$ cat src/rtl/acpd_pkg.sv
// Shared types and constants for the arithmetic and collision helper device.
// Used by the channel interfaces, the serial arithmetic units and the top level.
package acpd_pkg;

  typedef logic [1:0]  mode_t;
  typedef logic [4:0]  addr_t;
  typedef logic [2:0]  rd_sel_t;
  typedef logic [7:0]  byte_t;
  typedef logic [15:0] word_t;

  localparam int unsigned REG_COUNT = 32;

  // Access modes
  localparam mode_t MODE_WRITE = 2'd0;
  localparam mode_t MODE_READ  = 2'd1;
  localparam mode_t MODE_TICK  = 2'd2;

  // Read map (low three address bits)
  localparam rd_sel_t RD_QUO_HI  = 3'd0;
  localparam rd_sel_t RD_QUO_LO  = 3'd1;
  localparam rd_sel_t RD_REM_HI  = 3'd2;
  localparam rd_sel_t RD_REM_LO  = 3'd3;
  localparam rd_sel_t RD_ROOT_HI = 3'd4;
  localparam rd_sel_t RD_ROOT_LO = 3'd5;
  localparam rd_sel_t RD_RANDOM  = 3'd6;
  localparam rd_sel_t RD_OCTANT  = 3'd7;

  // Register file addresses with a fixed role
  localparam addr_t ADDR_TMR_HI = 5'h10;
  localparam addr_t ADDR_TMR_LO = 5'h11;
  localparam addr_t ADDR_NMI_EN = 5'h12;

  localparam word_t LFSR_RESET = 16'h00ff;
  localparam byte_t DIV0_BYTE  = 8'hff;

  // Octant codes: first letter is sign of dy (N: dy <= 0, P: dy > 0), second of dx,
  // last says which axis dominates.
  localparam byte_t OCT_NN_X = 8'h00;
  localparam byte_t OCT_PN_X = 8'h01;
  localparam byte_t OCT_PN_Y = 8'h02;
  localparam byte_t OCT_PP_Y = 8'h03;
  localparam byte_t OCT_NP_X = 8'h04;
  localparam byte_t OCT_PP_X = 8'h05;
  localparam byte_t OCT_NN_Y = 8'h06;
  localparam byte_t OCT_NP_Y = 8'h07;
  localparam byte_t OCT_MISS = 8'hff;

endpackage

$ cat src/rtl/acpd_div.sv
// Signed 16-bit divider, restoring, one quotient bit per cycle.
// Depends on acpd_pkg for word_t.
module acpd_div import acpd_pkg::*; (
  input  logic  clk,
  input  logic  rst_n,
  input  logic  start,
  input  word_t dividend,
  input  word_t divisor,
  output logic  busy,
  output logic  done,
  output word_t quotient,
  output word_t remainder
);

  logic        busy_r;
  logic        done_r;
  logic [3:0]  cnt_r;
  word_t       rem_r;
  word_t       quo_r;
  word_t       dvs_r;
  logic        qneg_r;
  logic        rneg_r;

  logic [16:0] shifted;
  logic [17:0] diff;
  word_t       rem_nxt;
  word_t       quo_nxt;

  always_comb begin
    shifted = {rem_r, quo_r[15]};
    diff    = {1'b0, shifted} - {2'b00, dvs_r};
    if (!diff[17]) begin
      rem_nxt = diff[15:0];
      quo_nxt = {quo_r[14:0], 1'b1};
    end else begin
      rem_nxt = shifted[15:0];
      quo_nxt = {quo_r[14:0], 1'b0};
    end
  end

  always_ff @(posedge clk) begin
    if (!rst_n) begin
      busy_r <= 1'b0;
      done_r <= 1'b0;
      cnt_r  <= '0;
    end else begin
      done_r <= 1'b0;
      if (start) begin
        busy_r <= 1'b1;
        cnt_r  <= '0;
      end else if (busy_r) begin
        cnt_r <= cnt_r + 4'd1;
        if (cnt_r == 4'd15) begin
          busy_r <= 1'b0;
          done_r <= 1'b1;
        end
      end
    end
  end

  // Work on magnitudes; the most negative dividend maps to 0x8000 unsigned.
  always_ff @(posedge clk) begin
    if (start) begin
      quo_r  <= dividend[15] ? word_t'(-dividend) : dividend;
      dvs_r  <= divisor[15] ? word_t'(-divisor) : divisor;
      rem_r  <= '0;
      qneg_r <= dividend[15] ^ divisor[15];
      rneg_r <= dividend[15];
    end else if (busy_r) begin
      quo_r <= quo_nxt;
      rem_r <= rem_nxt;
    end
  end

  assign busy      = busy_r;
  assign done      = done_r;
  assign quotient  = qneg_r ? word_t'(-quo_r) : quo_r;
  assign remainder = rneg_r ? word_t'(-rem_r) : rem_r;

endmodule

$ cat config.mk
export PLATFORM = sky130hd
export DESIGN_NAME = acpd_div
export DESIGN_NICKNAME = d
export VERILOG_FILES = /design/src/rtl/acpd_pkg.sv /design/src/rtl/acpd_div.sv
export SDC_FILE = /design/constraint.sdc
export NUM_CORES = 1
export LEC_CHECK = 0
export BUFFER_PORTS_ARGS = -buffer_cell sky130_fd_sc_hd__buf_4
export CORE_MARGIN = 10
export CORE_UTILIZATION = 33
export DETAILED_ROUTE_END_ITERATION = 8
export GPL_ROUTABILITY_DRIVEN = 0
export HOLD_SLACK_MARGIN = 0.1
export PLACE_DENSITY = 0.54
export SLEW_MARGIN = 25
export SYNTH_ARGS = -nofsm -noshare
export SYNTH_HDL_FRONTEND = slang
export SYNTH_SLANG_ARGS = --single-unit
$ cat constraint.sdc
create_clock -name clk -period 7.4 [get_ports clk]
set_input_delay 2.22 -clock clk [delete_from_list [all_inputs] [get_ports clk]]
set_output_delay 2.22 -clock clk [all_outputs]
set_load 0.05 [all_outputs]
# Word level (Yosys, flattened, before mapping)
# Cells that the tools add are included.
[totals]
word_cells = 34
in_bits = 35
reg_bits = 56
output_inout_bits = 34
[op_classes]
eq_ne = 1
bitwise = 3
n_mux = 12
add_sub_neg = 6
reduce_logical = 3
[op_table]
columns = ["operator", "n"]
rows = [
  ["$mux W16", 6],
  ["$neg A16 Y16", 4],
  ["$sub A17 B16 Y18", 1],
  ["$mux W15", 1],
  ["$mux W1", 5],
  ["$add A4 B1 Y4 const B", 1],
  ["$eq A4 B4 Y1 const B", 1],
  ["$reduce_or A3 Y1", 1],
  ["$not A1 Y1", 2],
  ["$reduce_bool A2 Y1", 1],
  ["$reduce_or A2 Y1", 1],
  ["$xor A1 B1 Y1", 1],
]

# Longest topological paths before layout
[logic_depth]
depth_word = 4
mapped_depth = 10
ltp_nobuf = 10

# Least setup slack after synthesis
# No wires, ideal clock.
[synth_timing]
path_type = "flip-flop to output port"
start = "register quo_r[2]"
end = "output port quotient[13]"
required_time_ps = 5180
arrival_time_ps = 2192
slack_ps = 2988
path_stages_with_launch = 7
path_cell_list = "edfxtp_1 -> nor3_2 -> nand2_1 -> or3_1 -> or4_4 -> o41ai_2 -> xnor2_1"
[synth_via]
elab_chain_cells = 2
[synth_lines]
columns = ["item", "line", "source"]
rows = [
  ["start, declared", "acpd_div.sv:19", "word_t quo_r;"],
  ["start signal, assigned", "acpd_div.sv:64", "quo_r <= dividend[15] ? word_t'(-dividend) : dividend;"],
  ["start signal, assigned", "acpd_div.sv:70", "quo_r <= quo_nxt;"],
  ["$neg A16 Y16", "acpd_div.sv:77", "assign quotient = qneg_r ? word_t'(-quo_r) : quo_r;"],
  ["$mux W16", "acpd_div.sv:77", ""],
  ["end, declared", "acpd_div.sv:11", "output word_t quotient,"],
]
# No other way between the ends.

# Final worst setup path
# Ends and elaborated chain as after synthesis.

==> metrics list <==
- The run finished with clean final reports.
- TritonCTS clock tree: done
- Netlist area before placement: 4487 um^2
* DP HPWL: 9000 um
- Family with the most delay on the worst path: simple AND/OR/NAND/NOR gates
- Endpoints failing hold: 0
- Core region area: 13300 um^2
* Setup Viol. Count Final: 0
- Unrepaired setup endpoints after global routing: false
- The number of clock buffers added by TritonCTS is 5.
* GRT met2 Usage: 0.1830
* DP Area: between 5000 and 6000 um^2
* Overall power consumption: 1145 uW
- Of all nets on the critical path, the largest fanout is 4.
- At the pin with the least slew margin, the transition time is between 0.7 and 0.8 ns.
* Met1 GRT Util: 0.1626
- The routed layout has 3928 vias.
* Startpoint type of the worst setup path: flop
- Clock transition at the registers of the reported paths: 0.07 ns
* Number of placement rows: 42
- For this run, the top clock speed supported by timing is 209.1 MHz.
- The largest single stage delay on the critical path is 0.47 ns.
- Final Net Count: 631
- Max-cap violations in this run came to 0.
- The final-report max-slew violation count came to 0.
- Yosys mapped a number of flops with a built-in enable equal to 34.
- The slowest stage of the critical path belongs to the cell sky130_fd_sc_hd__or4_4.
- Critical setup path kind: flop to primary output
- Global Route met3 Usage: 0.02346
- Clock skew on the completed layout was measured at 0.009292 ns.
- Io pins: 69
* Final core area utilization: 0.3954
- Count of input and output buffers: 68
- Sum of negative setup slack: 0 ns
- Synth Warn #: 0
* Routed wire per std cell: 15.31 um
- Async set-or-reset flop fraction in the synthesized netlist: 0
- Vias in the first global route: about 3600
* Worst path buffer plus inverter count: 1
* Root Buffer Master: sky130_fd_sc_hd__clkbuf_16
- Violation count after the first detailed-routing iteration: 214
- Library cells used by synthesis: 68
* Relative slew slack: 0.4676
- DR pass1 iterations: 4
* Initial antenna violation count: 0
- The analysis attributes to cell leakage a power of 0.002060 uW.
* Design Area, Final: 5258 um^2
- Wires add up to 11500 um.
- In this run the power density over the cells is 217.8 nW/um^2.
- After synthesis the netlist holds a flip-flop and latch count of 56.
* Sink count of the clock tree: 56
- The share of the Yosys chip area taken by registers is 0.3257.
- The area growth from synthesis to layout is 17.18%.
- For the worst setup path, the data arrival time is 2.56 ns.
- Post-CTS timing repair inserted 0 buffers for setup.
* Wire length of the first global-routing pass: about 18000 um
* Worst VDD drop: between 0.08 and 0.09 mV
* Starting utilization of the core area: 0.3375
- In the global route stage, overall resource usage came out at 0.1182.
- From left edge to right edge, the die measures 136.6 um.
- Maximum number of pins on one net before global-route repair: 77
* Largest buffer count on any clock path: 2
* Clock latency on the worst-skew pair: 0.30 ns
- Most congested layer reported by global routing: met2
- Required time of the critical path: 5.18 ns
- Maximum level of the CTS H-tree: 2
- Final antenna-violating net count: 0
- Residual DRC: 0
- The total overflow left after global routing is 0.
- The path class of the tightest hold or removal check is flop to flop.
- The die is around 140 um tall.
* Antenna cells: 0
* Per-cell via count in the routed design: 5.230
* Fraction of the cycle the final worst path needs: 0.6462
* Predominant post-synthesis flop cell: sky130_fd_sc_hd__edfxtp_1
- Post-cts hold buffer count: 0
- Subtracting the final worst setup slack from the clock period gives 4.782 ns.
- Share of cells above drive strength 1: 0.1670
- In this run, post-CTS repair resized a total of 0 instances.
- Net count after synthesis: about 580
* Crit path capture type: primary output
- Synthesis produced 521 cells.
- DIE AREA: ~19000 um^2
- Sequence of cells on the critical path: nor3_2, nand2_1, or3_1, or4_4, o41ai_2, xnor2_1, buf_4
- A synthesized cell averages 8.612 um^2.
final cells by class:
type | instances | area (um^2)
multi-input combinational | 410 | 2793
timing repair buffer | 70 | 525.5
inverter | 31 | 116.4
clock buffer | 7 | 132.6
sequential | 56 | 1461
tap | 176 | 220.2
fill | 1339 | 8038
clock inverter | 1 | 8.758
worst reg2reg max path, delay by kind of cell, from the launching register on:
family                   cells  cell delay, ns
AND/OR/NAND/NOR              1            0.37
adder cells (fa/ha/maj)      1            0.50
AO/OA/AOI/OAI                4            1.40
flip-flops                   1            0.40
stage by stage:
step	hold WS, ns	setup WS (ns)	std cells
finish	0.4927	2.618	751
global route	0.5432	2.517	751
CTS	0.4943	2.645	751
detailed placement	0.4812	2.975	743
global placement	0.4744	3.012	743
floorplan	0.4565	2.988	521
sequential cells by signal, indices dropped and copies added, names as in the netlist:
| register | count |
|---|---|
| done | 1 |
| rneg_r | 1 |
| quo_r | 16 |
| busy | 1 |
| qneg_r | 1 |
| rem_r | 16 |
| cnt_r | 4 |
| dvs_r | 16 |
per-layer routing:
metal	part of all wire	wire, um
met1	0.47	5447
met2	0.46	5260
met4	0.011	121
met3	0.058	668
met5	0	0
logic make-up after synthesis:
| logic type | count (synthesis) | synth area share |
|---|---|---|
| simple gates | 185 | 0.2008 |
| xor+xnor | 64 | 0.1249 |
| flops | 56 | 0.3257 |
| mux | 3 | 0.006693 |
| buf+inv | 55 | 0.05187 |
| compound gates | 136 | 0.2270 |
| fa+ha+maj | 22 | 0.06302 |
path summary, 6_finish.rpt:
path,startpoint,end,slack (ns),cells after the start
setup / recovery,quo_r[2],quotient[13],2.62,7
hold reg to reg,cnt_r[3],done,0.49,2
setup reg to reg,rem_r[7],rem_r[9],4.64,6
hold / removal,cnt_r[3],done,0.49,2
power breakdown:
part           total, uW  internal [uW]  leakage, uW  switching (uW)
Sequential           400            365     0.000514            35.3
Clock                238            127    0.0000681             111
Combinational        507            177      0.00148             330
placed cells by master (no fill, tap or decap), drive strengths merged, types with 21 or more instances in the layout:
cell	instances
buf	70
xnor2	42
edfxtp	34
nor2	49
dfxtp	22
ha	21
a21oi	32
inv	31
o21ai	28
xor2	22
nand2	51
Yosys cell counts, types with 10 or more instances:
library cell	n	share of area
sky130_fd_sc_hd__dfxtp_1	22	0.098
sky130_fd_sc_hd__nand2b_1	12	0.017
sky130_fd_sc_hd__nor3_1	10	0.011
sky130_fd_sc_hd__nand2_1	51	0.043
sky130_fd_sc_hd__inv_1	31	0.026
sky130_fd_sc_hd__xor2_1	22	0.043
sky130_fd_sc_hd__xnor2_1	42	0.082
sky130_fd_sc_hd__nand3_1	20	0.022
sky130_fd_sc_hd__edfxtp_1	34	0.23
sky130_fd_sc_hd__o21ai_0	21	0.023
sky130_fd_sc_hd__nor2_1	49	0.041
sky130_fd_sc_hd__o31ai_1	19	0.032
sky130_fd_sc_hd__ha_1	21	0.059
sky130_fd_sc_hd__a21oi_1	30	0.033
sky130_fd_sc_hd__clkbuf_1	14	0.012
Power figures use the tool's default switching activity.
