## src/rtl/acpd_pkg.sv

```systemverilog
// Shared types and constants for the arithmetic and collision helper device.
// Used by the channel interfaces, the serial arithmetic units and the top level.
package acpd_pkg;

  typedef logic [1:0]  mode_t;
  typedef logic [4:0]  addr_t;
  typedef logic [2:0]  rd_sel_t;
  typedef logic [7:0]  byte_t;
  typedef logic [15:0] word_t;

  localparam int unsigned REG_COUNT = 32;

  // Access modes
  localparam mode_t MODE_WRITE = 2'd0;
  localparam mode_t MODE_READ  = 2'd1;
  localparam mode_t MODE_TICK  = 2'd2;

  // Read map (low three address bits)
  localparam rd_sel_t RD_QUO_HI  = 3'd0;
  localparam rd_sel_t RD_QUO_LO  = 3'd1;
  localparam rd_sel_t RD_REM_HI  = 3'd2;
  localparam rd_sel_t RD_REM_LO  = 3'd3;
  localparam rd_sel_t RD_ROOT_HI = 3'd4;
  localparam rd_sel_t RD_ROOT_LO = 3'd5;
  localparam rd_sel_t RD_RANDOM  = 3'd6;
  localparam rd_sel_t RD_OCTANT  = 3'd7;

  // Register file addresses with a fixed role
  localparam addr_t ADDR_TMR_HI = 5'h10;
  localparam addr_t ADDR_TMR_LO = 5'h11;
  localparam addr_t ADDR_NMI_EN = 5'h12;

  localparam word_t LFSR_RESET = 16'h00ff;
  localparam byte_t DIV0_BYTE  = 8'hff;

  // Octant codes: first letter is sign of dy (N: dy <= 0, P: dy > 0), second of dx,
  // last says which axis dominates.
  localparam byte_t OCT_NN_X = 8'h00;
  localparam byte_t OCT_PN_X = 8'h01;
  localparam byte_t OCT_PN_Y = 8'h02;
  localparam byte_t OCT_PP_Y = 8'h03;
  localparam byte_t OCT_NP_X = 8'h04;
  localparam byte_t OCT_PP_X = 8'h05;
  localparam byte_t OCT_NN_Y = 8'h06;
  localparam byte_t OCT_NP_Y = 8'h07;
  localparam byte_t OCT_MISS = 8'hff;

endpackage

```

## src/rtl/acpd_sqrt.sv

```systemverilog
// Integer square root of a 16-bit value scaled by 65536, one root bit per cycle.
// Depends on acpd_pkg for word_t.
module acpd_sqrt import acpd_pkg::*; (
  input  logic  clk,
  input  logic  rst_n,
  input  logic  start,
  input  word_t radicand,
  output logic  busy,
  output logic  done,
  output word_t root
);

  logic        busy_r;
  logic        done_r;
  logic [3:0]  cnt_r;
  word_t       rad_r;
  logic [16:0] rem_r;
  word_t       root_r;

  logic [18:0] shifted;
  logic [19:0] trial;
  logic [16:0] rem_nxt;
  word_t       root_nxt;

  // Bring in two radicand bits per step; the low 16 bits of the scaled value are zero.
  always_comb begin
    shifted = {rem_r, rad_r[15:14]};
    trial   = {1'b0, shifted} - {2'b00, root_r, 2'b01};
    if (!trial[19]) begin
      rem_nxt  = trial[16:0];
      root_nxt = {root_r[14:0], 1'b1};
    end else begin
      rem_nxt  = shifted[16:0];
      root_nxt = {root_r[14:0], 1'b0};
    end
  end

  always_ff @(posedge clk) begin
    if (!rst_n) begin
      busy_r <= 1'b0;
      done_r <= 1'b0;
      cnt_r  <= '0;
    end else begin
      done_r <= 1'b0;
      if (start) begin
        busy_r <= 1'b1;
        cnt_r  <= '0;
      end else if (busy_r) begin
        cnt_r <= cnt_r + 4'd1;
        if (cnt_r == 4'd15) begin
          busy_r <= 1'b0;
          done_r <= 1'b1;
        end
      end
    end
  end

  always_ff @(posedge clk) begin
    if (start) begin
      rad_r  <= radicand;
      rem_r  <= '0;
      root_r <= '0;
    end else if (busy_r) begin
      rad_r  <= {rad_r[13:0], 2'b00};
      rem_r  <= rem_nxt;
      root_r <= root_nxt;
    end
  end

  assign busy = busy_r;
  assign done = done_r;
  assign root = {root_r[15:1], 1'b0};

endmodule

```

## config.mk

```make
export PLATFORM = sky130hd
export DESIGN_NAME = acpd_sqrt
export DESIGN_NICKNAME = d
export VERILOG_FILES = /design/src/rtl/acpd_pkg.sv /design/src/rtl/acpd_sqrt.sv
export SDC_FILE = /design/constraint.sdc
export NUM_CORES = 1
export LEC_CHECK = 0
export BUFFER_PORTS_ARGS = -buffer_cell sky130_fd_sc_hd__clkbuf_2
export CAP_MARGIN = 0
export CORE_MARGIN = 4
export CORE_UTILIZATION = 40
export DETAILED_ROUTE_END_ITERATION = 10
export GPL_TIMING_DRIVEN = 0
export PLACE_DENSITY = 0.61
export SLEW_MARGIN = 20
export SYNTH_ARGS = -nofsm -noshare
export SYNTH_HDL_FRONTEND = slang
export SYNTH_SLANG_ARGS = --single-unit
```

## constraint.sdc

```tcl
create_clock -name clk -period 2.9 [get_ports clk]
set_input_delay 0 -clock clk [delete_from_list [all_inputs] [get_ports clk]]
set_output_delay 0 -clock clk [all_outputs]
set_load 0.02 [all_outputs]
```

### Word-level counts from Yosys, hierarchy flattened

Index checks and enable logic that the tools add are counted.
Widths: inputs -> output; s select.

* bits in registers: 55
* output and inout bits: 18
* logic and storage cells: 22

* add/subtract/negate cells: 2
* equal/unequal tests: 1
* muxes and demuxes: 8
* bitwise operators: 2
* reduce and logical (&&, ||, !) cells: 3

Operators by type and width (number)
* $mux 16: 2
* $sub 19x18->20: 1
* $mux 17: 1
* $mux 1: 5
* $add 4x1->4 const B: 1
* $eq 4x4->1 const B: 1
* $reduce_or 3->1: 1
* $not 1->1: 2
* $reduce_bool 2->1: 1
* $reduce_or 2->1: 1

### Longest topological paths before layout

* depth after elaboration: 4
* gate-level depth with buffers: 10

### Worst setup path before layout

OpenSTA, ideal clock, no wires.

* kind: register -> register
* from: reg root_r[2]
* to: reg rem_r[14]
* setup time: 126 ps
* arrival time: 2150 ps
* required time: 2774 ps
* setup slack: 624 ps
* cell stages (with the launch flop): 10
* path buffers: 1
* period minus slack after synthesis: 2276 ps
* cell sequence: dfxtp_1 -> inv_1 -> ha_1 -> o211ai_1 -> o21a_1 -> a2111o_1 -> a21o_2 -> buf_6 -> a41oi_1 -> o31ai_1

* word-level cells in the longest chain between the ends: 2

RTL lines
* start: declaration: line acpd_sqrt.sv:18 `word_t root_r;`
* start signal: assignment: line acpd_sqrt.sv:66 `root_r <= root_nxt;`
* $sub 19x18->20: line acpd_sqrt.sv:28 `trial = {1'b0, shifted} - {2'b00, root_r, 2'b01};`
* $mux 17: line acpd_sqrt.sv:29 `if (!trial[19]) begin`
* end signal: assignment: line acpd_sqrt.sv:65 `rem_r <= rem_nxt;`
* end: declaration: line acpd_sqrt.sv:17 `logic [16:0] rem_r;`

Every way passes these cells.
A chain may end at the register's enable or synchronous reset.

### Worst setup path in the final report

* from: reg root_r[8]
* to: reg rem_r[6]

The elaborated chain is that of the path after synthesis.

==> results_dict.tcl <==
set metrics [dict create \
    p_seq_share_pct 31.2 \
    cpLargestDelayFamily "compound AO/OA/AOI/OAI gates" \
    critical_path_class "flop to flop" \
    fin_setup_tns_ns 0 \
    crit_slowest_cell "dfxtp_1" \
    r2r_slack_ns 0.24 \
    cts-root-buf "clkbuf_8" \
    drtPass1Iterations 4 \
    antennaDiodeCount 0 \
    cts_buffers 5 \
    synth_flop_cell "dfxtp_1" \
    hold_viol 0 \
    combPwrFrac_pct 53.2 \
    muxShareOfSynthArea_pct 10.3 \
    end_kind "flop" \
    setup_violations 0 \
    status "complete, no violations" \
    grt_usage_pct 16.2 \
    syn2layout_area_growth_pct 17.9 \
    synth_nets 382 \
    tightest_slew_ns 0.788 \
    cap_violations 0 \
    rsz0062_at_grt "no" \
    clockBufferDepth 2 \
    synth_compound_area_share_pct 18.1 \
    clkLatencyLatePin_ns 0.33 \
    antenna_left 0 \
    gp_congestion 0.831 \
    fin_ws_ns 0.242 \
    vias_per_cell 5.22 \
    whs_ns 0.267 \
    postCtsSetupBuffers 0 \
    h-tree-depth 2 \
    peakVddDrop_mv 0.344 \
    fmax_mhz 376 \
    worstSetupStartpointType "flop" \
    slew_viol_final 0 \
    die_area_um2 9480 \
    min_period_over_period_pct 91.7 \
    drive_gt1_share_pct 19.3 \
    slew_headroom_pct 47.5 \
    core_area_um2 7730 \
    grt_pass1_vias 2710 \
    die_w_um 97.4 \
    routed_wl_um 7400 \
    powerDensity_nw_per_um2 820 \
    worstPathArrival_ns 2.88 \
    synthSimpleGateAreaFrac_pct 12.5 \
    die_h_um 97.4 \
    power.share.clock_pct 15.6 \
    hold_path.class "input port to flop" \
    synthArstFlopShare_pct 0 \
    yosysSeqAreaShare_pct 39.5 \
    cp_max_fo 10 \
    internal_power_mw 1.77 \
    finalCriticalPeriod_ns 2.66 \
    synth_seq_cells 55 \
    fin_nets 440 \
    dp_hpwl_um 5450 \
    synth_top_family_by_area "compound AO/OA/AOI/OAI gates" \
    ys.warnings.count 0 \
    cts_tree "yes" \
    synthDistinctLibCells 49 \
    switchingPower_mw 1.32 \
    max_stage_delay_ns 0.40 \
    clkTransAtPathRegs_ns 0.12 \
    synthAdderAreaFrac_pct 7.05 \
    rows 32 \
    io_pins 37 \
    synth_edf_count 16 \
    dp_slack_ns 0.173 \
    final_core_util_pct 48.7 \
    netlist_instances 345 \
    grt_pass1_wl_um 12900 \
    crit_buf_inv 2 \
    antenna_found_initial 0 \
    avgRoutedWirePerCell_um 14.6 \
    initial_core_util_pct 41.3 \
    grt_max_degree 21 \
    power.leakage_nw 1.55 \
    skew_ns 0.0157 \
    grt.overflow.total 0 \
    port_buffers 34 \
    routed-via-count 2643 \
    final_area_um2 3760 \
    cp_cell_sequence "inv_1 -> ha_1 -> a21oi_1 -> o21ai_0 -> a221oi_2 -> a21o_2 -> buf_6 -> nand3_1 -> a311oi_1" \
    drc 0 \
    synth.avg_cell_area_um2 9.26 \
    post_dp_cell_area_um2 3490 \
    drt_iter0_markers 156 \
    synthXorXnorAreaFrac_pct 4.39 \
    netlist_area_um2 3190 \
    cp.required_ns 3.12 \
    cts.sinks 55 \
    swShare_pct 42.8 \
]
-- cell usage after synthesis, types with 2 or more instances --
cell type / n / area share [%]
o221ai_1: 2 / 0.55
o21ai_0: 14 / 2.2
nand2b_1: 3 / 0.59
buf_4: 16 / 3.8
nor2_1: 36 / 4.2
a21o_1: 5 / 1.2
o31ai_1: 2 / 0.47
a211oi_1: 2 / 0.47
clkbuf_1: 9 / 1.1
nand2_1: 24 / 2.8
a21oi_1: 17 / 2.7
a311oi_1: 8 / 2.2
a41oi_1: 3 / 0.82
o21ai_1: 2 / 0.31
nand4_1: 4 / 0.78
nand3_1: 10 / 1.6
edfxtp_1: 16 / 15
nand3b_1: 2 / 0.47
inv_1: 21 / 2.5
ha_1: 18 / 7.1
xor2_1: 4 / 1.1
a22oi_1: 2 / 0.47
o21a_1: 7 / 1.6
mux2i_1: 17 / 5.3
o211ai_1: 6 / 1.4
dfxtp_1: 39 / 24
buf_1: 3 / 0.35
xnor2_1: 12 / 3.3
nor3_1: 3 / 0.47
mux2_2: 14 / 4.9
and2_1: 6 / 1.2
-- state kept, by name, summed over array words and instances (netlist names) --
name	cells
busy	1
cnt_r	4
rem_r	17
rad_r	16
done	1
root_r	16
-- worst reg2reg max path, cell delays in order (launching register included) --
cell      delay [ns]
dfxtp_1         0.40
inv_1           0.06
ha_1            0.37
a21oi_1         0.32
o21ai_0         0.19
a221oi_2        0.38
a21o_2          0.28
buf_6           0.17
nand3_1         0.09
a311oi_1        0.30
-- power by group through the flow --
| stage | registers, mW | logic (mW) | clock network (mW) |
|---|---|---|---|
| final | 0.965 | 1.64 | 0.481 |
| after global routing | 0.975 | 1.82 | 0.522 |
| after CTS | 0.964 | 1.63 | 0.495 |
| after detailed placement | 0.981 | 1.60 | 0 |
| after global placement | 0.979 | 1.58 | 0 |
| after floorplan | 0.950 | 1.27 | 0 |
-- kinds of logic (layout without fill, tap and decap cells) --
logic type      Yosys count  after routing
buf+inv                  51            110
mux                      31             31
fa+ha+maj                18             18
other cells               1              1
simple gates             90             90
xor+xnor                 16             16
flops                    55             55
compound gates           83             83
-- per-stage QoR --
stage               power, mW  std cells
global route             3.32        506
detailed placement       2.58        481
CTS                      3.08        506
finish                   3.09        506
floorplan                2.22        345
global placement         2.56        481
-- metal layers --
metal	vias to the layer above	global-route usage (%)	wire length (µm)
li1	1337	-	-
met1	1234	21.1	3360
met2	63	27.4	3560
met3	9	2.66	358
met4	0	5.11	125
met5	-	0	0
-- cells in the final DEF (no fill, tap or decap), types with 12 or more instances in the layout --
cell type	synthesis	layout
a21oi_1	17	17
buf_4	16	16
clkbuf_2	0	34
dfxtp_1	39	39
dlygate4sd3_1	0	17
edfxtp_1	16	16
ha_1	18	18
inv_1	21	21
mux2_2	14	14
mux2i_1	17	17
nand2_1	24	24
nor2_1	36	36
o21ai_0	14	14
xnor2_1	12	12
-- worst paths after layout --
kind,from,end,cells past startpoint
max reg2reg,root_r[8]$_SDFFE_PP0P_,rem_r[6]$_SDFFE_PP0P_,9
min reg2reg,cnt_r[3]$_SDFFE_PP0P_,done$_SDFF_PP0_,2
max,root_r[8]$_SDFFE_PP0P_,rem_r[6]$_SDFFE_PP0P_,9
min,start,rem_r[13]$_SDFFE_PP0P_,4
-- what timing repair did --
action / 4_1_cts / 5_1_grt
endpoints found under the hold margin: 17 / 0
resized for setup: 0 / 1
hold buffers: 17 / 0
endpoints found under the setup margin: 0 / 6
-- cell type report --
type	count	area (µm²)
Fill cell	756	3960
Buffer	30	181
Clock buffer	5	68.8
Timing Repair Buffer	51	340
Clock inverter	3	28.8
Inverter	21	78.8
Multi-Input combinational cell	239	1680
Tap cell	102	128
Sequential cell	55	1260
(Power assumes the default switching activity.)
