--- config.mk ---
export PLATFORM = sky130hd
export DESIGN_NAME = acpd_oct
export DESIGN_NICKNAME = d
export VERILOG_FILES = /design/src/rtl/acpd_pkg.sv /design/src/rtl/acpd_oct.sv
export SDC_FILE = /design/constraint.sdc
export NUM_CORES = 1
export LEC_CHECK = 0
export BUFFER_PORTS_ARGS = -buffer_cell sky130_fd_sc_hd__buf_2
export CORE_MARGIN = 2
export CORE_UTILIZATION = 35
export CTS_CLUSTER_DIAMETER = 40
export DETAILED_ROUTE_END_ITERATION = 10
export GPL_ROUTABILITY_DRIVEN = 0
export PLACE_DENSITY = 0.54
export SETUP_SLACK_MARGIN = 0.4
export SYNTH_ARGS = -nofsm -noshare
export SYNTH_HDL_FRONTEND = slang
export SYNTH_SLANG_ARGS = --single-unit
--- constraint.sdc ---
create_clock -name clk -period 7.9 [get_ports clk]
set_input_delay 1.58 -clock clk [delete_from_list [all_inputs] [get_ports clk]]
set_output_delay 1.58 -clock clk [all_outputs]
set_load 0.01 [all_outputs]
--- src/rtl/acpd_pkg.sv ---
// Shared types and constants for the arithmetic and collision helper device.
// Used by the channel interfaces, the serial arithmetic units and the top level.
package acpd_pkg;

  typedef logic [1:0]  mode_t;
  typedef logic [4:0]  addr_t;
  typedef logic [2:0]  rd_sel_t;
  typedef logic [7:0]  byte_t;
  typedef logic [15:0] word_t;

  localparam int unsigned REG_COUNT = 32;

  // Access modes
  localparam mode_t MODE_WRITE = 2'd0;
  localparam mode_t MODE_READ  = 2'd1;
  localparam mode_t MODE_TICK  = 2'd2;

  // Read map (low three address bits)
  localparam rd_sel_t RD_QUO_HI  = 3'd0;
  localparam rd_sel_t RD_QUO_LO  = 3'd1;
  localparam rd_sel_t RD_REM_HI  = 3'd2;
  localparam rd_sel_t RD_REM_LO  = 3'd3;
  localparam rd_sel_t RD_ROOT_HI = 3'd4;
  localparam rd_sel_t RD_ROOT_LO = 3'd5;
  localparam rd_sel_t RD_RANDOM  = 3'd6;
  localparam rd_sel_t RD_OCTANT  = 3'd7;

  // Register file addresses with a fixed role
  localparam addr_t ADDR_TMR_HI = 5'h10;
  localparam addr_t ADDR_TMR_LO = 5'h11;
  localparam addr_t ADDR_NMI_EN = 5'h12;

  localparam word_t LFSR_RESET = 16'h00ff;
  localparam byte_t DIV0_BYTE  = 8'hff;

  // Octant codes: first letter is sign of dy (N: dy <= 0, P: dy > 0), second of dx,
  // last says which axis dominates.
  localparam byte_t OCT_NN_X = 8'h00;
  localparam byte_t OCT_PN_X = 8'h01;
  localparam byte_t OCT_PN_Y = 8'h02;
  localparam byte_t OCT_PP_Y = 8'h03;
  localparam byte_t OCT_NP_X = 8'h04;
  localparam byte_t OCT_PP_X = 8'h05;
  localparam byte_t OCT_NN_Y = 8'h06;
  localparam byte_t OCT_NP_Y = 8'h07;
  localparam byte_t OCT_MISS = 8'hff;

endpackage

--- src/rtl/acpd_oct.sv ---
// Collision octant unit: differences in a first stage, range check and octant in a second.
// Depends on acpd_pkg for word_t, byte_t and the octant codes.
module acpd_oct import acpd_pkg::*; (
  input  logic  clk,
  input  logic  rst_n,
  input  logic  start,
  input  word_t rad,
  input  word_t y1,
  input  word_t x1,
  input  word_t y2,
  input  word_t x2,
  output logic  busy,
  output logic  done,
  output byte_t code
);

  logic        a_vld_r;
  logic        done_r;
  logic [16:0] dx_r;
  logic [16:0] dy_r;
  byte_t       code_r;

  logic [16:0] adx;
  logic [16:0] ady;
  logic [17:0] sum;
  logic [17:0] dif;
  logic        dx_le;
  logic        dy_le;
  byte_t       code_nxt;

  always_comb begin
    adx   = dx_r[16] ? 17'(-dx_r) : dx_r;
    ady   = dy_r[16] ? 17'(-dy_r) : dy_r;
    sum   = {dy_r[16], dy_r} + {dx_r[16], dx_r};
    dif   = {dy_r[16], dy_r} - {dx_r[16], dx_r};
    dx_le = dx_r[16] || (dx_r == '0);
    dy_le = dy_r[16] || (dy_r == '0);
    if ((adx > {1'b0, rad}) || (ady > {1'b0, rad})) begin
      code_nxt = OCT_MISS;
    end else if (dy_le && dx_le) begin
      code_nxt = !dif[17] ? OCT_NN_X : OCT_NN_Y;
    end else if (dy_le) begin
      code_nxt = !sum[17] ? OCT_NP_X : OCT_NP_Y;
    end else if (dx_le) begin
      code_nxt = (!sum[17] && (sum != '0)) ? OCT_PN_Y : OCT_PN_X;
    end else begin
      code_nxt = (!dif[17] && (dif != '0)) ? OCT_PP_Y : OCT_PP_X;
    end
  end

  // Points are sampled at start; rad is not, and stays put until the result is taken.
  always_ff @(posedge clk) begin
    if (!rst_n) begin
      a_vld_r <= 1'b0;
      done_r  <= 1'b0;
    end else begin
      a_vld_r <= start;
      done_r  <= a_vld_r;
    end
  end

  always_ff @(posedge clk) begin
    if (start) begin
      dx_r <= {1'b0, x2} - {1'b0, x1};
      dy_r <= {1'b0, y2} - {1'b0, y1};
    end
    if (a_vld_r) begin
      code_r <= code_nxt;
    end
  end

  assign busy = a_vld_r;
  assign done = done_r;
  assign code = code_r;

endmodule

Word-level counts from Yosys, hierarchy flattened
Cells that the tools add are included.
{"block": "totals", "reg_bits": 44, "inputBits": 83, "wordCells": 34}
{"block": "classes", "n_mux": 9, "n_reduce_logical": 12, "n_addsub": 6, "n_lt_le_gt_ge": 2}
{"cell": "nonzero test 18 bit", "n": 2}
{"cell": "greater-than comparator 17 x 16 -> 1 bit", "n": 2}
{"cell": "logical NOT 17 bit", "n": 2}
{"cell": "2-to-1 mux 17 bit", "n": 2}
{"cell": "negation 17 bit", "n": 2}
{"cell": "subtractor 16 x 16 -> 17 bit", "n": 2}
{"cell": "adder 17 x 17 -> 18 bit", "n": 1}
{"cell": "subtractor 17 x 17 -> 18 bit", "n": 1}
{"cell": "2-to-1 mux 3 bit", "n": 5}
{"cell": "2-to-1 mux 2 bit", "n": 2}
{"cell": "logical AND 1 bit", "n": 3}
{"cell": "logical OR 1 bit", "n": 3}
{"cell": "logical NOT 1 bit", "n": 2}

Depth between registers and ports, before layout
{"block": "depth", "depth_word": 7, "depth_mapped": 15}

Worst setup path before layout
No wires, ideal clock.
{"block": "synth_timing", "path_type": "input -> register", "from": "input port x2[0]", "to": "register dx_r[16] (data pin)", "setup_time_ps": 261, "path_stages": 12, "path_slack_ps": 4143, "path_buffers": 0, "arrival_time_ps": 3497, "required_ps": 7639, "cell_sequence": "inv_1 > ha_1 > fa_1 > nor2b_1 > o21ai_1 > a21oi_1 > o41ai_1 > o211a_1 > nor3_1 > a311oi_1 > nor2_1 > a211oi_1"}
{"block": "synth_between", "elab_chain_cells": 1}
{"element": "start, declared", "line_no": "acpd_oct.sv:11", "text": "input word_t x2,"}
{"element": "subtractor 16 x 16 -> 17 bit", "line_no": "acpd_oct.sv:64", "text": "dx_r <= {1'b0, x2} - {1'b0, x1};"}
{"element": "end signal, assigned", "line_no": "acpd_oct.sv:64"}
{"element": "end, declared", "line_no": "acpd_oct.sv:19", "text": "logic [16:0] dx_r;"}
No other way between the ends.
A chain may end at the register's enable or synchronous reset.

Worst setup path after layout
{"block": "layout_timing", "from": "register dx_r[1]", "to": "register code_r[2] (netlist: code[2]) (data pin)"}
{"block": "layout_between", "elab_chain_cells": 7}
{"element": "branches (longest 7 deep; another with negation 17 bit)"}
{"element": "end signal, assigned", "line_no": "acpd_oct.sv:68", "text": "code_r <= code_nxt;"}
{"element": "end, declared", "line_no": "acpd_oct.sv:21", "text": "byte_t code_r;"}
Several ways; the timed one is not identified.

==> results.json <==
{
  "status": "finished, final reports clean",
  "hold_class": "register to register",
  "cap_violations": 0,
  "wire_per_inst_um": 15.2,
  "cts_tree": "done",
  "finalCriticalPeriod_ns": 4.19,
  "drc_errors": 0,
  "final_nets": 1027,
  "syn_inst": 764,
  "post-route-period-util_pct": 53.0,
  "synth-edff-count": 38,
  "grt_usage_pct": 17.7,
  "grt_max_degree": 36,
  "clockBufferDepth": 2,
  "p_per_area_nw_per_um2": 197,
  "design.die.area_sq_um": 18800,
  "drtAntennaViolNets": 0,
  "postCtsSetupRepairBufs": 0,
  "diodes": 0,
  "cp.required_ns": 7.90,
  "fin_util_pct": 40.2,
  "num_rows": 48,
  "critPathArrivalTime_ns": 4.19,
  "clk_pin_slew_ns": 0.06,
  "cts-buffers-inserted": 5,
  "root_buffer": "clkbuf_16",
  "hold_depth": 0,
  "cts_hold_buf": 0,
  "core_area_sq_um": 17300,
  "yosysWarnings": 0,
  "power_uw": 1370,
  "dpl.hpwl_um": 13600,
  "yosysTopAreaCell": "ha_1",
  "skew_ns": 0.00331,
  "synth.yosys.seq_area_share_pct": 19.0,
  "filler_cell_count": 1810,
  "synth_area_leaders": "ha_1 (20%), edfxtp_1 (18%), xnor2_1 (6.5%), inv_1 (6.0%), o21ai_0 (3.5%)",
  "grt_pass1_vias": 5393,
  "r2r_start": "dx_r[1]",
  "via_per_inst": 5.32,
  "dieHeight_um": 137,
  "drtIter0Drc": 247,
  "r2r_cells": 15,
  "crit_path_start_kind": "register",
  "max-vdd-ir-drop_mv": 0.0751,
  "setup_viol": 0,
  "drtPass1Iterations": 5,
  "max_slew_margin_pct": 36.9,
  "initial_core_util_pct": 35.9,
  "drv_slew": 0,
  "cts_max_level": 2,
  "p_leak_uw": 0.00316,
  "post_cts_resized": 0,
  "syn_area_sq_um": 6200,
  "hold_violations": 0,
  "async_reset_ff_share_pct": 0,
  "worstSetupPathType": "register to register",
  "antenna_found_initial": 0,
  "timing.rr.end": "code[2]",
  "vias": 5669,
  "rsz0062_at_grt": "no",
  "reg2reg_slack_ns": 3.71,
  "ys_top_cells_by_count": "ha_1 (100), inv_1 (99), nor2_1 (53)",
  "synth.most_common_cell": "ha_1",
  "min_to": "code[6]",
  "drt_wl_total_um": 16200,
  "yosysUniqueCellTypes": 75,
  "die_x_um": 137,
  "grt_overflow": 0,
  "synth.avg_cell_area_sq_um": 8.12,
  "clk_latency_ns": 0.29,
  "layout-drive-gt1-share_pct": 14.4,
  "pin_count": 93,
  "clkSinkCount": 40,
  "holdCritStartpoint": "busy",
  "crit_path_end_kind": "register",
  "tns_ns": 0,
  "synth_nets": 951,
  "synth_flop_cell": "edfxtp_1",
  "critical_path.max_fanout": 5,
  "grt_pass1_wl_um": 26400,
  "clock.fmax_ghz": 0.239,
  "ys_ff_latch": 40,
  "yosysTopAreaCellShare_pct": 20.2,
  "tightest_slew_ns": 0.934,
  "port_buffers": 92,
  "syn_to_final_growth_pct": 12.2
}
[cell type report]
class / instances / area [sq um] / area share, %
repair buffers: 92 / 460 / 6.62
multi-input cells: 601 / 4520 / 65.0
clock buffers: 6 / 129 / 1.85
clock inverters: 2 / 11.3 / 0.162
inverters: 100 / 375 / 5.39
well taps: 225 / 282 / 4.04
flip-flops and latches: 40 / 1180 / 17.0
[layout by cell type (no fill, tap or decap), types with 6 or more instances in the layout]
master    instances
a211oi_1          6
a21o_1           12
a21oi_1          38
a31oi_1          10
and2_1            7
buf_2            92
edfxtp_1         38
ha_1            100
inv_1            99
nand2_1          33
nand2b_1          8
nand3_1          19
nand4_1          13
nor2_1           53
nor2b_1          21
nor3_1           27
nor4_1           10
o211ai_1          7
o21a_1           11
o21ai_0          43
o31ai_1          19
or2_2             9
or3_1             6
xnor2_1          46
xor2_1           11
[metrics by stage]
stage / area (sq um) / cells / worst slack, ns / hold WS (ns)
final: 6960 / 1066 / 3.71 / 0.557
after global routing: 6960 / 1066 / 3.31 / 0.569
after CTS: 6960 / 1066 / 3.65 / 0.558
after detailed placement: 6820 / 1058 / 3.36 / 0.545
after global placement: 6820 / 1058 / 3.42 / 0.549
after floorplan: 6200 / 764 / 4.14 / 0.554
[power breakdown]
| part | leakage, uW | total (uW) | switching [uW] | internal [uW] |
|---|---|---|---|---|
| clock network | 0.0000645 | 199 | 83.2 | 116 |
| registers | 0.000389 | 331 | 52.5 | 279 |
| logic | 0.00271 | 844 | 484 | 360 |
| total | 0.00316 | 1370 | 620 | 755 |
[how the worst max path moves through the flow]
stage,from,endpoint,slack (ns),cells after the start
floorplan,x2[0],dx_r[16],4.14,12
global placement,x1[2],dx_r[16],3.42,12
detailed placement,x1[2],dx_r[16],3.36,12
CTS,x1[2],dx_r[16],3.65,12
global route,dx_r[1],code[2],3.31,15
finish,dx_r[1],code[2],3.71,15
[state kept, by name, summed over array words and instances (netlist names)]
signal / count
dx_r: 17
dy_r: 17
code: 4
busy: 1
done: 1
[logic make-up (layout without fill, tap and decap cells)]
group | count (synthesis) | after routing | synth area share, %
buffers and inverters | 123 | 200 | 8.09
DFF | 40 | 40 | 19.0
muxes | 8 | 8 | 1.35
AOI/OAI and AO/OA | 203 | 203 | 22.6
and+or+nand+nor | 229 | 229 | 19.5
adders and majority gates | 104 | 104 | 21.5
xor gates and xnor gates | 57 | 57 | 8.05
[routing by layer]
metal,GRT usage (%),vias to the layer above,part of all wire (%)
met5,0,-,0
met3,1.85,28,3.2
met2,30.9,128,48
met4,5.50,0,2.3
li1,-,2935,-
met1,23.0,2578,46
[worst max-delay path: stages, from the launching register on]
cell	delay (ns)
edfxtp_1	0.49
inv_1	0.20
ha_1	0.20
nand3_1	0.16
or4_1	0.60
o21ai_0	0.24
xnor2_1	0.15
ha_1	0.27
a21oi_1	0.15
nor2b_1	0.05
o21ai_0	0.15
o2111a_1	0.20
o21bai_1	0.07
a21o_1	0.17
a211oi_1	0.61
o21ai_0	0.19
No activity file was read; power rests on OpenSTA's default activity.
